`src/rsp_pkg.sv`:
```
`timescale 1ns / 1ps
`default_nettype none

package rsp_pkg;

  localparam int unsigned COORD_WIDTH_DEF = 16;

  // Positions of the left, top, right and bottom edges within a packed rectangle.
  localparam int unsigned EDGE_L = 0;
  localparam int unsigned EDGE_T = 1;
  localparam int unsigned EDGE_R = 2;
  localparam int unsigned EDGE_B = 3;

  // Piece slots in emission order.
  localparam int unsigned NUM_PIECES = 4;
  localparam int unsigned SLOT_ABOVE = 0;
  localparam int unsigned SLOT_BELOW = 1;
  localparam int unsigned SLOT_LEFT  = 2;
  localparam int unsigned SLOT_RIGHT = 3;

  typedef logic [NUM_PIECES-1:0] piece_mask_t;

  // Result of comparing the normalised source against the normalised cut.
  typedef struct packed {
    logic overlap;
    logic above;
    logic below;
    logic left;
    logic right;
  } cut_flags_t;

endpackage

`default_nettype wire

```
`src/rsp_norm.sv`:
```
`timescale 1ns / 1ps
`default_nettype none

module rsp_norm #(
  parameter int unsigned COORD_WIDTH = 16
) (
  input  wire logic                        clk,
  input  wire logic                        rst_n,
  input  wire logic                        up_valid,
  output logic                             up_ready,
  input  wire logic [3:0][COORD_WIDTH-1:0] up_src,
  input  wire logic [3:0][COORD_WIDTH-1:0] up_cut,
  output logic                             dn_valid,
  input  wire logic                        dn_ready,
  output logic      [3:0][COORD_WIDTH-1:0] dn_src,
  output logic      [3:0][COORD_WIDTH-1:0] dn_cut
);
  import rsp_pkg::*;

  logic                        valid_r;
  logic [3:0][COORD_WIDTH-1:0] src_r, src_nxt;
  logic [3:0][COORD_WIDTH-1:0] cut_r, cut_nxt;

  // Swap any reversed pair so that left <= right and top <= bottom.
  always_comb begin
    src_nxt = up_src;
    cut_nxt = up_cut;
    if ($signed(up_src[EDGE_L]) > $signed(up_src[EDGE_R])) begin
      src_nxt[EDGE_L] = up_src[EDGE_R];
      src_nxt[EDGE_R] = up_src[EDGE_L];
    end
    if ($signed(up_src[EDGE_T]) > $signed(up_src[EDGE_B])) begin
      src_nxt[EDGE_T] = up_src[EDGE_B];
      src_nxt[EDGE_B] = up_src[EDGE_T];
    end
    if ($signed(up_cut[EDGE_L]) > $signed(up_cut[EDGE_R])) begin
      cut_nxt[EDGE_L] = up_cut[EDGE_R];
      cut_nxt[EDGE_R] = up_cut[EDGE_L];
    end
    if ($signed(up_cut[EDGE_T]) > $signed(up_cut[EDGE_B])) begin
      cut_nxt[EDGE_T] = up_cut[EDGE_B];
      cut_nxt[EDGE_B] = up_cut[EDGE_T];
    end
  end

  assign up_ready = !valid_r || dn_ready;

  always_ff @(posedge clk) begin
    if (!rst_n) begin
      valid_r <= 1'b0;
    end else if (up_ready) begin
      valid_r <= up_valid;
    end
  end

  always_ff @(posedge clk) begin
    if (up_ready && up_valid) begin
      src_r <= src_nxt;
      cut_r <= cut_nxt;
    end
  end

  assign dn_valid = valid_r;
  assign dn_src   = src_r;
  assign dn_cut   = cut_r;

endmodule

`default_nettype wire

```
`src/rsp_classify.sv`:
```
`timescale 1ns / 1ps
`default_nettype none

module rsp_classify #(
  parameter int unsigned COORD_WIDTH = 16
) (
  input  wire logic                        clk,
  input  wire logic                        rst_n,
  input  wire logic                        up_valid,
  output logic                             up_ready,
  input  wire logic [3:0][COORD_WIDTH-1:0] up_src,
  input  wire logic [3:0][COORD_WIDTH-1:0] up_cut,
  output logic                             dn_valid,
  input  wire logic                        dn_ready,
  output logic      [3:0][COORD_WIDTH-1:0] dn_src,
  output logic      [3:0][COORD_WIDTH-1:0] dn_cut,
  output rsp_pkg::cut_flags_t              dn_flags
);
  import rsp_pkg::*;

  logic                        valid_r;
  logic [3:0][COORD_WIDTH-1:0] src_r;
  logic [3:0][COORD_WIDTH-1:0] cut_r;
  cut_flags_t                  flags_r, flags_nxt;
  logic [COORD_WIDTH-1:0]      isect_l, isect_t, isect_r, isect_b;

  always_comb begin
    isect_l = ($signed(up_src[EDGE_L]) > $signed(up_cut[EDGE_L])) ?
              up_src[EDGE_L] : up_cut[EDGE_L];
    isect_t = ($signed(up_src[EDGE_T]) > $signed(up_cut[EDGE_T])) ?
              up_src[EDGE_T] : up_cut[EDGE_T];
    isect_r = ($signed(up_src[EDGE_R]) < $signed(up_cut[EDGE_R])) ?
              up_src[EDGE_R] : up_cut[EDGE_R];
    isect_b = ($signed(up_src[EDGE_B]) < $signed(up_cut[EDGE_B])) ?
              up_src[EDGE_B] : up_cut[EDGE_B];
    flags_nxt.overlap = ($signed(isect_l) <= $signed(isect_r)) &&
                        ($signed(isect_t) <= $signed(isect_b));
    flags_nxt.above   = $signed(up_cut[EDGE_T]) > $signed(up_src[EDGE_T]);
    flags_nxt.below   = $signed(up_cut[EDGE_B]) < $signed(up_src[EDGE_B]);
    flags_nxt.left    = $signed(up_cut[EDGE_L]) > $signed(up_src[EDGE_L]);
    flags_nxt.right   = $signed(up_cut[EDGE_R]) < $signed(up_src[EDGE_R]);
  end

  assign up_ready = !valid_r || dn_ready;

  always_ff @(posedge clk) begin
    if (!rst_n) begin
      valid_r <= 1'b0;
    end else if (up_ready) begin
      valid_r <= up_valid;
    end
  end

  always_ff @(posedge clk) begin
    if (up_ready && up_valid) begin
      src_r   <= up_src;
      cut_r   <= up_cut;
      flags_r <= flags_nxt;
    end
  end

  assign dn_valid = valid_r;
  assign dn_src   = src_r;
  assign dn_cut   = cut_r;
  assign dn_flags = flags_r;

endmodule

`default_nettype wire

```
`src/rsp_pieces.sv`:
```
`timescale 1ns / 1ps
`default_nettype none

module rsp_pieces #(
  parameter int unsigned COORD_WIDTH = 16
) (
  input  wire logic                             clk,
  input  wire logic                             rst_n,
  input  wire logic                             up_valid,
  output logic                                  up_ready,
  input  wire logic      [3:0][COORD_WIDTH-1:0] up_src,
  input  wire logic      [3:0][COORD_WIDTH-1:0] up_cut,
  input  wire rsp_pkg::cut_flags_t              up_flags,
  output logic                                  dn_valid,
  input  wire logic                             dn_ready,
  output logic [3:0][3:0][COORD_WIDTH-1:0]      dn_pieces,
  output rsp_pkg::piece_mask_t                  dn_mask
);
  import rsp_pkg::*;

  localparam logic [COORD_WIDTH-1:0] ONE = COORD_WIDTH'(1);

  logic                             valid_r;
  logic [3:0][3:0][COORD_WIDTH-1:0] pieces_r, pieces_nxt;
  piece_mask_t                      mask_r, mask_nxt;
  logic [COORD_WIDTH-1:0]           strip_t, strip_b;

  always_comb begin
    // The side strips cover only the rows left once the bands are taken off.
    strip_t = up_flags.above ? up_cut[EDGE_T] : up_src[EDGE_T];
    strip_b = up_flags.below ? up_cut[EDGE_B] : up_src[EDGE_B];

    pieces_nxt[SLOT_ABOVE] = up_src;
    pieces_nxt[SLOT_ABOVE][EDGE_B] = up_cut[EDGE_T] - ONE;

    pieces_nxt[SLOT_BELOW] = up_src;
    pieces_nxt[SLOT_BELOW][EDGE_T] = up_cut[EDGE_B] + ONE;

    pieces_nxt[SLOT_LEFT] = up_src;
    pieces_nxt[SLOT_LEFT][EDGE_T] = strip_t;
    pieces_nxt[SLOT_LEFT][EDGE_B] = strip_b;
    pieces_nxt[SLOT_LEFT][EDGE_R] = up_cut[EDGE_L] - ONE;

    pieces_nxt[SLOT_RIGHT] = up_src;
    pieces_nxt[SLOT_RIGHT][EDGE_T] = strip_t;
    pieces_nxt[SLOT_RIGHT][EDGE_B] = strip_b;
    pieces_nxt[SLOT_RIGHT][EDGE_L] = up_cut[EDGE_R] + ONE;

    mask_nxt = '0;
    if (up_flags.overlap) begin
      mask_nxt[SLOT_ABOVE] = up_flags.above;
      mask_nxt[SLOT_BELOW] = up_flags.below;
      mask_nxt[SLOT_LEFT]  = up_flags.left;
      mask_nxt[SLOT_RIGHT] = up_flags.right;
    end else begin
      // Disjoint rectangles: the source passes through as the only piece.
      pieces_nxt[SLOT_ABOVE] = up_src;
      mask_nxt[SLOT_ABOVE]   = 1'b1;
    end
  end

  assign up_ready = !valid_r || dn_ready;

  always_ff @(posedge clk) begin
    if (!rst_n) begin
      valid_r <= 1'b0;
    end else if (up_ready) begin
      valid_r <= up_valid;
    end
  end

  always_ff @(posedge clk) begin
    if (up_ready && up_valid) begin
      pieces_r <= pieces_nxt;
      mask_r   <= mask_nxt;
    end
  end

  assign dn_valid  = valid_r;
  assign dn_pieces = pieces_r;
  assign dn_mask   = mask_r;

endmodule

`default_nettype wire

```
`src/rsp_serial.sv`:
```
`timescale 1ns / 1ps
`default_nettype none

module rsp_serial #(
  parameter int unsigned COORD_WIDTH = 16
) (
  input  wire logic                              clk,
  input  wire logic                              rst_n,
  input  wire logic                              up_valid,
  output logic                                   up_ready,
  input  wire logic [3:0][3:0][COORD_WIDTH-1:0]  up_pieces,
  input  wire rsp_pkg::piece_mask_t              up_mask,
  output logic                                   out_valid,
  input  wire logic                              out_stall,
  output logic      [3:0][COORD_WIDTH-1:0]       out_piece,
  output logic      [1:0]                        out_index,
  output logic                                   out_last
);
  import rsp_pkg::*;

  logic [3:0][3:0][COORD_WIDTH-1:0] pieces_r;
  piece_mask_t                      mask_r, mask_nxt, mask_after;
  logic [1:0]                       cnt_r, cnt_nxt;
  logic [1:0]                       sel;
  logic                             out_ld, pop, load;
  logic                             out_valid_r;
  logic [3:0][COORD_WIDTH-1:0]      out_piece_r;
  logic [1:0]                       out_index_r;
  logic                             out_last_r;

  always_comb begin
    priority if (mask_r[0]) begin
      sel = 2'd0;
    end else if (mask_r[1]) begin
      sel = 2'd1;
    end else if (mask_r[2]) begin
      sel = 2'd2;
    end else if (mask_r[3]) begin
      sel = 2'd3;
    end else begin
      sel = 2'd0;
    end
  end

  assign out_ld     = !out_valid_r || !out_stall;
  assign pop        = (|mask_r) && out_ld;
  assign mask_after = pop ? (mask_r & ~(piece_mask_t'(1) << sel)) : mask_r;
  // A new request is taken in the cycle that the current one gives up its
  // last piece, so pieces of consecutive requests follow without a gap.
  assign up_ready   = (mask_after == '0);
  assign load       = up_valid && up_ready;

  always_comb begin
    mask_nxt = load ? up_mask : mask_after;
    cnt_nxt  = cnt_r;
    if (load) begin
      cnt_nxt = 2'd0;
    end else if (pop) begin
      cnt_nxt = cnt_r + 2'd1;
    end
  end

  always_ff @(posedge clk) begin
    if (!rst_n) begin
      mask_r      <= '0;
      cnt_r       <= 2'd0;
      out_valid_r <= 1'b0;
    end else begin
      mask_r <= mask_nxt;
      cnt_r  <= cnt_nxt;
      if (out_ld) begin
        out_valid_r <= pop;
      end
    end
  end

  always_ff @(posedge clk) begin
    if (load) begin
      pieces_r <= up_pieces;
    end
    if (pop) begin
      out_piece_r <= pieces_r[sel];
      out_index_r <= cnt_r;
      out_last_r  <= (mask_after == '0);
    end
  end

  assign out_valid = out_valid_r;
  assign out_piece = out_piece_r;
  assign out_index = out_index_r;
  assign out_last  = out_last_r;

endmodule

`default_nettype wire

```
`src/rect_subtract_pieces_unit.sv`:
```
// Rectangle difference: source minus cut, emitted as up to four pieces.
//
// Input channel (in_valid / in_stall): one request carries a source and a
// cut rectangle with inclusive signed corners; reversed edges are swapped.
// Output channel (out_valid / out_stall): one piece per transfer, with
// out_piece_index counting from zero and out_piece_last on the final piece.
// A disjoint cut returns the normalised source alone; a fully covered
// source returns nothing at all.
//
// A request passes the normalise, classify and piece-building registers,
// then the serialiser's piece store and its output register, before its
// first piece is shown. The single output register delivers one piece a
// cycle while the receiver does not stall. A request has one to four
// pieces, or none; the serialiser takes the next request only once the
// current one has given up its last piece.
// Reset clears every valid bit and the serialiser's mask and counter; no data register is reset.
// When the receiver stalls, the shown piece holds and the stages fill up
// behind it; in_stall rises only once every stage is occupied.
`timescale 1ns / 1ps
`default_nettype none

module rect_subtract_pieces_unit #(
  parameter int unsigned COORD_WIDTH = rsp_pkg::COORD_WIDTH_DEF
) (
  input  wire logic                          clk,
  input  wire logic                          rst_n,
  input  wire logic                          in_valid,
  output logic                               in_stall,
  input  wire logic signed [COORD_WIDTH-1:0] in_src_left,
  input  wire logic signed [COORD_WIDTH-1:0] in_src_top,
  input  wire logic signed [COORD_WIDTH-1:0] in_src_right,
  input  wire logic signed [COORD_WIDTH-1:0] in_src_bottom,
  input  wire logic signed [COORD_WIDTH-1:0] in_cut_left,
  input  wire logic signed [COORD_WIDTH-1:0] in_cut_top,
  input  wire logic signed [COORD_WIDTH-1:0] in_cut_right,
  input  wire logic signed [COORD_WIDTH-1:0] in_cut_bottom,
  output logic                               out_valid,
  input  wire logic                          out_stall,
  output logic signed      [COORD_WIDTH-1:0] out_piece_left,
  output logic signed      [COORD_WIDTH-1:0] out_piece_top,
  output logic signed      [COORD_WIDTH-1:0] out_piece_right,
  output logic signed      [COORD_WIDTH-1:0] out_piece_bottom,
  output logic             [1:0]             out_piece_index,
  output logic                               out_piece_last
);
  import rsp_pkg::*;

  logic [3:0][COORD_WIDTH-1:0]      in_src, in_cut;
  logic                             s1_ready;
  logic                             s1_valid, s2_ready;
  logic [3:0][COORD_WIDTH-1:0]      s1_src, s1_cut;
  logic                             s2_valid, s3_ready;
  logic [3:0][COORD_WIDTH-1:0]      s2_src, s2_cut;
  cut_flags_t                       s2_flags;
  logic                             s3_valid, ser_ready;
  logic [3:0][3:0][COORD_WIDTH-1:0] s3_pieces;
  piece_mask_t                      s3_mask;
  logic [3:0][COORD_WIDTH-1:0]      out_piece;

  always_comb begin
    in_src[EDGE_L] = in_src_left;
    in_src[EDGE_T] = in_src_top;
    in_src[EDGE_R] = in_src_right;
    in_src[EDGE_B] = in_src_bottom;
    in_cut[EDGE_L] = in_cut_left;
    in_cut[EDGE_T] = in_cut_top;
    in_cut[EDGE_R] = in_cut_right;
    in_cut[EDGE_B] = in_cut_bottom;
  end

  assign in_stall = !s1_ready;

  rsp_norm #(.COORD_WIDTH(COORD_WIDTH)) u_norm (
    .clk      (clk),
    .rst_n    (rst_n),
    .up_valid (in_valid),
    .up_ready (s1_ready),
    .up_src   (in_src),
    .up_cut   (in_cut),
    .dn_valid (s1_valid),
    .dn_ready (s2_ready),
    .dn_src   (s1_src),
    .dn_cut   (s1_cut)
  );

  rsp_classify #(.COORD_WIDTH(COORD_WIDTH)) u_classify (
    .clk      (clk),
    .rst_n    (rst_n),
    .up_valid (s1_valid),
    .up_ready (s2_ready),
    .up_src   (s1_src),
    .up_cut   (s1_cut),
    .dn_valid (s2_valid),
    .dn_ready (s3_ready),
    .dn_src   (s2_src),
    .dn_cut   (s2_cut),
    .dn_flags (s2_flags)
  );

  rsp_pieces #(.COORD_WIDTH(COORD_WIDTH)) u_pieces (
    .clk       (clk),
    .rst_n     (rst_n),
    .up_valid  (s2_valid),
    .up_ready  (s3_ready),
    .up_src    (s2_src),
    .up_cut    (s2_cut),
    .up_flags  (s2_flags),
    .dn_valid  (s3_valid),
    .dn_ready  (ser_ready),
    .dn_pieces (s3_pieces),
    .dn_mask   (s3_mask)
  );

  rsp_serial #(.COORD_WIDTH(COORD_WIDTH)) u_serial (
    .clk       (clk),
    .rst_n     (rst_n),
    .up_valid  (s3_valid),
    .up_ready  (ser_ready),
    .up_pieces (s3_pieces),
    .up_mask   (s3_mask),
    .out_valid (out_valid),
    .out_stall (out_stall),
    .out_piece (out_piece),
    .out_index (out_piece_index),
    .out_last  (out_piece_last)
  );

  assign out_piece_left   = out_piece[EDGE_L];
  assign out_piece_top    = out_piece[EDGE_T];
  assign out_piece_right  = out_piece[EDGE_R];
  assign out_piece_bottom = out_piece[EDGE_B];

endmodule

`default_nettype wire

```
`config.mk`:
```
export PLATFORM = sky130hd
export DESIGN_NAME = rect_subtract_pieces_unit
export DESIGN_NICKNAME = d
export VERILOG_FILES = /design/src/rsp_pkg.sv /design/src/rsp_norm.sv /design/src/rsp_classify.sv /design/src/rsp_pieces.sv /design/src/rsp_serial.sv /design/src/rect_subtract_pieces_unit.sv
export SDC_FILE = /design/constraint.sdc
export NUM_CORES = 1
export LEC_CHECK = 0
export BUFFER_PORTS_ARGS = -buffer_cell sky130_fd_sc_hd__buf_2
export CAP_MARGIN = 20
export CORE_AREA = 2 2 215 217
export CTS_CLUSTER_DIAMETER = 60
export DETAILED_ROUTE_END_ITERATION = 6
export DIE_AREA = 0 0 217 219
export GPL_ROUTABILITY_DRIVEN = 0
export GPL_TIMING_DRIVEN = 0
export HOLD_SLACK_MARGIN = 0.02
export PLACE_DENSITY = 0.84
export SYNTH_ARGS = -nofsm -noshare
export SYNTH_HDL_FRONTEND = slang
export SYNTH_SLANG_ARGS = --single-unit
```
`constraint.sdc`:
```
create_clock -name clk -period 19.47 [get_ports clk]
set_input_delay 1.947 -clock clk [delete_from_list [all_inputs] [get_ports clk]]
set_output_delay 1.947 -clock clk [all_outputs]
set_load 0.005 [all_outputs]
```
==> impl_metrics.tcl, run 1 <==
set metrics [dict create \
    synth_area_um2 29100 \
    cts_resized 0 \
    cts_inserted_buffers 58 \
    final_common_cell "edfxtp_1" \
    yosys_warnings 0 \
    p_leak_nw 12.8 \
    cp-end-kind "output port" \
    p_seq_share_pct 51.4 \
    path_cells "buf_2 -> nand2_1 -> a21o_1 -> nor2_1 -> and3_1 -> buf_2" \
    grt_antenna_before_repair 3 \
    hp-class "register to register" \
    cpPeakStageDelay_ns 0.42 \
    critPathTopFamily "simple AND/OR/NAND/NOR gates" \
    cpMaxStageDelayCell "nor2_1" \
    boundaryPins 201 \
    syn_inst 1838 \
    track_usage_pct 25.1 \
    firstDrtPassIters 5 \
    hp-start "u_classify.dn_src[38]$_DFFE_PP_" \
    worst_slew_pin_slew_ns 0.886 \
    worst_ep_arrival_time_ns 3.25 \
    clock.fmax_mhz 192 \
    synthToLayoutAreaGrowth_pct 14.0 \
    setup_slack_ns 14.27 \
    ir_drop_v 0.0000719 \
    vias 16100 \
    crit_top_cell "buf_2" \
    holdPathEnd "u_pieces.dn_pieces[102]$_DFFE_PP_" \
    setup-tns-final_ns 0 \
    whs_path_depth 0 \
    cts.path.max_buffers 3 \
    syn_nets 2134 \
    die_area_um2 47500 \
    totalWireLength_um 58600 \
    setup_viol 0 \
    synth.avg_cell_area_um2 15.9 \
    fin_util_pct 73.7 \
    start_kind "primary input" \
    start_util_pct 64.6 \
    cts_hold_buf 0 \
    synthArstFlopShare_pct 0 \
    criticalPathCategory "primary input to output port" \
    period_needed_ns 5.20 \
    cts_tree "built" \
    grt_pass1_wl_um 90200 \
    power.density_nw_per_um2 99.4 \
    crit_fanout 5 \
    clock_skew_ns 0.0133 \
    io_buffers 200 \
    synth-seq-cells 662 \
    worst-path-stages 6 \
    worstPathRequired_ns 17.52 \
    path_clk_slew_ns 0.07 \
    nNetsFinal 2413 \
    cts-root-buf "clkbuf_16" \
    swShare_pct 23.9 \
    p_switching_mw 0.789 \
    status "finished clean" \
    place_ws_ns 14.28 \
    maxCapViolCount 0 \
    rsz0062_at_grt "false" \
    clock_latency_ns 0.62 \
    rows 78 \
    holdWs_ns 0.414 \
    power_mw 3.30 \
    grt_max_degree 69 \
    ys.flop_type "edfxtp_1" \
    synth_edf_count 652 \
    finalHoldViolations 0 \
    ys_types 58 \
    drc 0 \
    core_um2 45100 \
    reg2reg_from "u_norm.dn_src[31]$_DFFE_PP_" \
    clock-sinks 662 \
    combPwrFrac_pct 14.2 \
    layout_common_cells "edfxtp_1, buf_2, mux2_2, ha_1, inv_1" \
    drv_slew 0 \
    reg2reg_depth 14 \
    p_int_mw 2.51 \
    dp_hpwl_um 43400 \
    wire_per_inst_um 21.2 \
    vias_per_cell 5.84 \
    ys_seq_area_share_pct 67.9 \
    reg2reg_slack_ns 14.59 \
    ant_nets 0 \
    drive_gt1_share_pct 26.0 \
    cts_setup_buffers 0 \
    rr_endpoint "u_classify.dn_flags[4]$_DFFE_PP_" \
    post-route-period-util_pct 26.7 \
    drtIter0Drc 1347 \
    die_w_um 217 \
    grt_overflow 0 \
    htree_levels 2 \
    slew_headroom_pct 40.5 \
    clkPwrFrac_pct 34.3 \
    cp_num_buf_inv 2 \
    die-height_um 219 \
    grt_pass1_vias 16300 \
]
==> registers in the layout (all words and copies together) (netlist names) <==
name	flops
u_pieces.dn_mask	4
u_norm.dn_src	64
u_pieces.dn_pieces	160
u_serial.out_valid	1
u_norm.dn_cut	64
u_pieces.dn_valid	1
u_classify.dn_valid	1
u_serial.out_last	1
u_classify.dn_cut	64
u_serial.out_index	2
u_serial.mask_r	4
u_norm.dn_valid	1
u_classify.dn_flags	5
u_serial.cnt_r	2
u_serial.out_piece	64
u_serial.pieces_r	160
u_classify.dn_src	64
==> metal layers <==
metal	share of wire [%]	wire, um	vias to the layer above	global-route usage [%]
met1	44	25600	7830	36.2
li1	-	-	7516	-
met2	46	27000	663	39.6
met5	0.022	13	-	0
met3	7.3	4260	128	3.73
met4	2.9	1710	2	8.81
==> cells in the mapped netlist, types with 3 or more instances <==
master,instances,share of area (%)
edfxtp_1,652,67
ha_1,164,7.0
mux2_2,164,6.3
inv_1,143,1.8
nand2_1,92,1.2
a21oi_1,65,1.1
mux2i_1,65,2.2
mux2_4,60,3.1
nor2_1,55,0.71
o21ai_0,50,0.86
xnor2_1,35,1.1
nand4_1,34,0.73
nand3_1,25,0.43
xor2_1,23,0.69
nor3_1,21,0.36
clkbuf_1,19,0.24
a21o_1,14,0.36
and3_1,14,0.30
nor2b_1,12,0.26
buf_2,10,0.17
dfxtp_1,10,0.69
nor4_1,10,0.21
o211ai_1,10,0.26
a211oi_1,9,0.23
and2_1,7,0.15
buf_6,7,0.27
nand2b_1,6,0.13
or3_1,5,0.11
a21boi_0,4,0.10
o21a_1,4,0.10
or4_1,4,0.10
a2111o_1,3,0.12
a2111oi_0,3,0.090
and4_1,3,0.090
or2_2,3,0.064
xnor2_2,3,0.17
==> power by group through the flow <==
stage | logic [mW] | registers [mW] | clock network, mW
3_5_place_dp | 0.461 | 1.73 | 0
6_report | 0.469 | 1.70 | 1.13
4_1_cts | 0.467 | 1.70 | 1.15
5_1_grt | 0.518 | 1.70 | 1.20
2_1_floorplan | 0.338 | 1.71 | 0
3_3_place_gp | 0.425 | 1.74 | 0
==> worst max path at each step <==
stage | start | endpoint
finish | out_stall | in_stall
CTS | out_stall | in_stall
detailed placement | out_stall | in_stall
global placement | out_stall | u_classify.dn_src[27]$_DFFE_PP_
floorplan | out_stall | u_classify.dn_cut[0]$_DFFE_PP_
global route | out_stall | in_stall
==> metrics by stage <==
stage          instances  area [um2]
5_1_grt             2765       33200
2_1_floorplan       1838       29100
3_5_place_dp        2657       31400
3_3_place_gp        2638       30900
4_1_cts             2763       33200
6_report            2765       33200
==> logic make-up (layout without fill, tap and decap cells) <==
| logic type | count (synthesis) | in the layout | share of synthesized area [%] |
|---|---|---|---|
| buffers and inverters | 183 | 508 | 2.61 |
| AOI/OAI and AO/OA | 182 | 182 | 3.87 |
| and+or+nand+nor | 296 | 296 | 5.01 |
| adders and majority gates | 165 | 165 | 7.08 |
| other | 0 | 2 | 0 |
| xor gates and xnor gates | 61 | 61 | 1.91 |
| DFF | 662 | 662 | 67.9 |
| muxes | 289 | 289 | 11.7 |
==> area by class of cell <==
cell class              instances  area (um2)
well taps                     600         751
clock buffers                  71        1520
flip-flops and latches        662       19800
multi-input cells             993        8640
diodes                          2        5.00
repair buffers                219        1420
plain buffers                  40         226
fillers                      2655       11900
inverters                     143         537
clock inverters                35         358
(Power assumes the default switching activity.)
==> run 2: changes to the inputs <==
--- a/config.mk
+++ b/config.mk
@@ -7,14 +7,14 @@
 export LEC_CHECK = 0
 export BUFFER_PORTS_ARGS = -buffer_cell sky130_fd_sc_hd__buf_2
 export CAP_MARGIN = 20
-export CORE_AREA = 2 2 215 217
+export CORE_AREA = 2 2 222 224
 export CTS_CLUSTER_DIAMETER = 60
 export DETAILED_ROUTE_END_ITERATION = 6
-export DIE_AREA = 0 0 217 219
+export DIE_AREA = 0 0 224 226
 export GPL_ROUTABILITY_DRIVEN = 0
 export GPL_TIMING_DRIVEN = 0
 export HOLD_SLACK_MARGIN = 0.02
-export PLACE_DENSITY = 0.84
+export PLACE_DENSITY = 0.8
 export SYNTH_ARGS = -nofsm -noshare
 export SYNTH_HDL_FRONTEND = slang
 export SYNTH_SLANG_ARGS = --single-unit
==> constraint.sdc (replaced) <==
create_clock -name clk -period 5.4 [get_ports clk]
set_input_delay 0.54 -clock clk [delete_from_list [all_inputs] [get_ports clk]]
set_output_delay 0.54 -clock clk [all_outputs]
set_load 0.005 [all_outputs]
==> run 2 against run 1 <==
- setup slack got worse by 14 ns
- clock skew up 0.0020 ns
- cell count up 0.90%
- utilization fell by 5.1 points
- final area decreased by 0.17%
- power grew to 3.6 times the previous value
- critical endpoint is now u_classify.dn_flags[4]$_DFFE_PP_
==> impl_metrics.tcl, run 2 (synthesis gave the netlist of run 1 again) <==
set metrics [dict create \
    worst_slew_pin_slew_ns 0.986 \
    cts_tree "built" \
    nNetsFinal 2413 \
    power_mw 11.8 \
    final_common_cell "edfxtp_1" \
    track_usage_pct 23.4 \
    maxCapViolCount 0 \
    status "finished clean" \
    p_seq_share_pct 52.1 \
    worstPathRequired_ns 5.75 \
    ant_nets 0 \
    p_int_mw 8.92 \
    fin_cells 2790 \
    ir_drop_v 0.000259 \
    setup-tns-final_ns 0 \
    combPwrFrac_pct 14.3 \
    period_needed_ns 4.88 \
    boundaryPins 201 \
    swShare_pct 24.2 \
    cts_inserted_buffers 59 \
    clkPwrFrac_pct 33.6 \
    drtIter0Drc 1269 \
    synthToLayoutAreaGrowth_pct 13.9 \
    grt_pass1_vias 16000 \
    die_w_um 224 \
    whs_path_depth 2 \
    cts.path.max_buffers 3 \
    die-height_um 226 \
    vias 16000 \
    hp-class "primary input to register" \
    cp-end-kind "register" \
    clock-sinks 662 \
    totalWireLength_um 58300 \
    slew_headroom_pct 34.3 \
    grt_antenna_before_repair 3 \
    setup_viol 0 \
    hp-start "in_valid" \
    path_clk_slew_ns 0.06 \
    clock_latency_ns 0.62 \
    cts_resized 0 \
    p_leak_nw 12.8 \
    fin_util_pct 68.6 \
    clock_skew_ns 0.0153 \
    grt_max_degree 129 \
    criticalPathCategory "register to register" \
    placed_cells 2678 \
    dp_hpwl_um 44000 \
    power.density_nw_per_um2 355 \
    drive_gt1_share_pct 25.8 \
    wire_per_inst_um 20.9 \
    post-route-period-util_pct 90.3 \
    rsz0062_at_grt "false" \
    p_switching_mw 2.85 \
    cts-root-buf "clkbuf_16" \
    start_util_pct 60.3 \
    cts_setup_buffers 0 \
    grt_pass1_wl_um 89300 \
    core_um2 48300 \
    reg2reg_from "u_norm.dn_cut[31]$_DFFE_PP_" \
    place_ws_ns 0.540 \
    cts_hold_buf 0 \
    drc 0 \
    rr_endpoint "u_classify.dn_flags[4]$_DFFE_PP_" \
    grt_overflow 0 \
    worst_ep_arrival_time_ns 5.22 \
    firstDrtPassIters 5 \
    vias_per_cell 5.73 \
    start_kind "register" \
    rows 81 \
    setup_slack_ns 0.522 \
    io_buffers 200 \
    drv_slew 0 \
    holdPathEnd "u_norm.dn_valid$_SDFFE_PN0N_" \
    crit_fanout 10 \
    reg2reg_depth 15 \
    die_area_um2 50600 \
    finalHoldViolations 0 \
    layout_common_cells "edfxtp_1, buf_2, mux2_2, ha_1, inv_1" \
    reg2reg_slack_ns 0.52 \
    clock.fmax_mhz 205 \
    htree_levels 2 \
]
## run 2: changes by cell type in the layout (fill, tap and decap cells not counted), sizes merged
cell,before,now
buf,240,239
bufinv,7,4
inv,145,144
clkbuf,90,87
clkinv,24,35
## run 2: critical path, cell delays in order, from the launching register on
cell and delay, ns:
edfxtp_1 0.43, inv_1 0.07, ha_1 0.40, nand4_1 0.24
o41ai_1 0.44, a31oi_1 0.10, nor2_2 0.31, buf_2 0.36
mux2_2 0.37, ha_1 0.32, nand4_1 0.19, nor4_1 0.52
a21boi_0 0.35, nor3_1 0.11, xor2_1 0.25, a22oi_1 0.14
## run 2: how the worst max path moves through the flow
stage / slack, ns / cells after the start / from / end
final: 0.52 / 15 / u_norm.dn_cut[31]$_DFFE_PP_ / u_classify.dn_flags[4]$_DFFE_PP_
after floorplan: -0.47 / 6 / u_serial.mask_r[0]$_SDFF_PN0_ / u_pieces.dn_mask[0]$_SDFFCE_PN1P_
after detailed placement: 0.54 / 15 / u_norm.dn_cut[31]$_DFFE_PP_ / u_classify.dn_flags[4]$_DFFE_PP_
after CTS: 0.55 / 15 / u_norm.dn_cut[31]$_DFFE_PP_ / u_classify.dn_flags[4]$_DFFE_PP_
after global routing: 0.40 / 15 / u_norm.dn_src[47]$_DFFE_PP_ / u_classify.dn_flags[4]$_DFFE_PP_
after global placement: -1.79 / 6 / u_serial.mask_r[0]$_SDFF_PN0_ / u_pieces.dn_pieces[65]$_DFFE_PP_
## run 2: power by group through the flow
stage / clock (mW) / sequential, mW / combinational [mW]
after CTS: 4.01 / 6.12 / 1.68
after detailed placement: 0 / 6.23 / 1.66
final: 3.95 / 6.13 / 1.68
after global placement: 0 / 6.24 / 1.54
after global routing: 4.20 / 6.14 / 1.86
after floorplan: 0 / 6.13 / 1.22
## run 2: metrics by stage
| stage | area [um2] | hold WS (ns) |
|---|---|---|
| after global routing | 33200 | 0.144 |
| after detailed placement | 31400 | 0.405 |
| after floorplan | 29200 | 0.400 |
| after global placement | 30900 | 0.400 |
| after CTS | 33200 | 0.125 |
| final | 33200 | 0.161 |
## run 2: routing by layer
| layer | vias to the layer above | wire [um] | global-route usage [%] |
|---|---|---|---|
| met5 | - | 0 | 0 |
| met4 | 0 | 1280 | 6.69 |
| met3 | 90 | 4690 | 4.06 |
| met2 | 633 | 26600 | 36.4 |
| met1 | 7742 | 25700 | 34.2 |
| li1 | 7525 | - | - |
## run 2: final cells by class
class                   instances  area (um2)
flip-flops and latches        662       19800
fillers                      3033       15200
multi-input cells             993        8640
clock buffers                  68        1510
repair buffers                218        1390
well taps                     622         778
inverters                     143         537
clock inverters                42         315
plain buffers                  40         233
diodes                          2        5.00
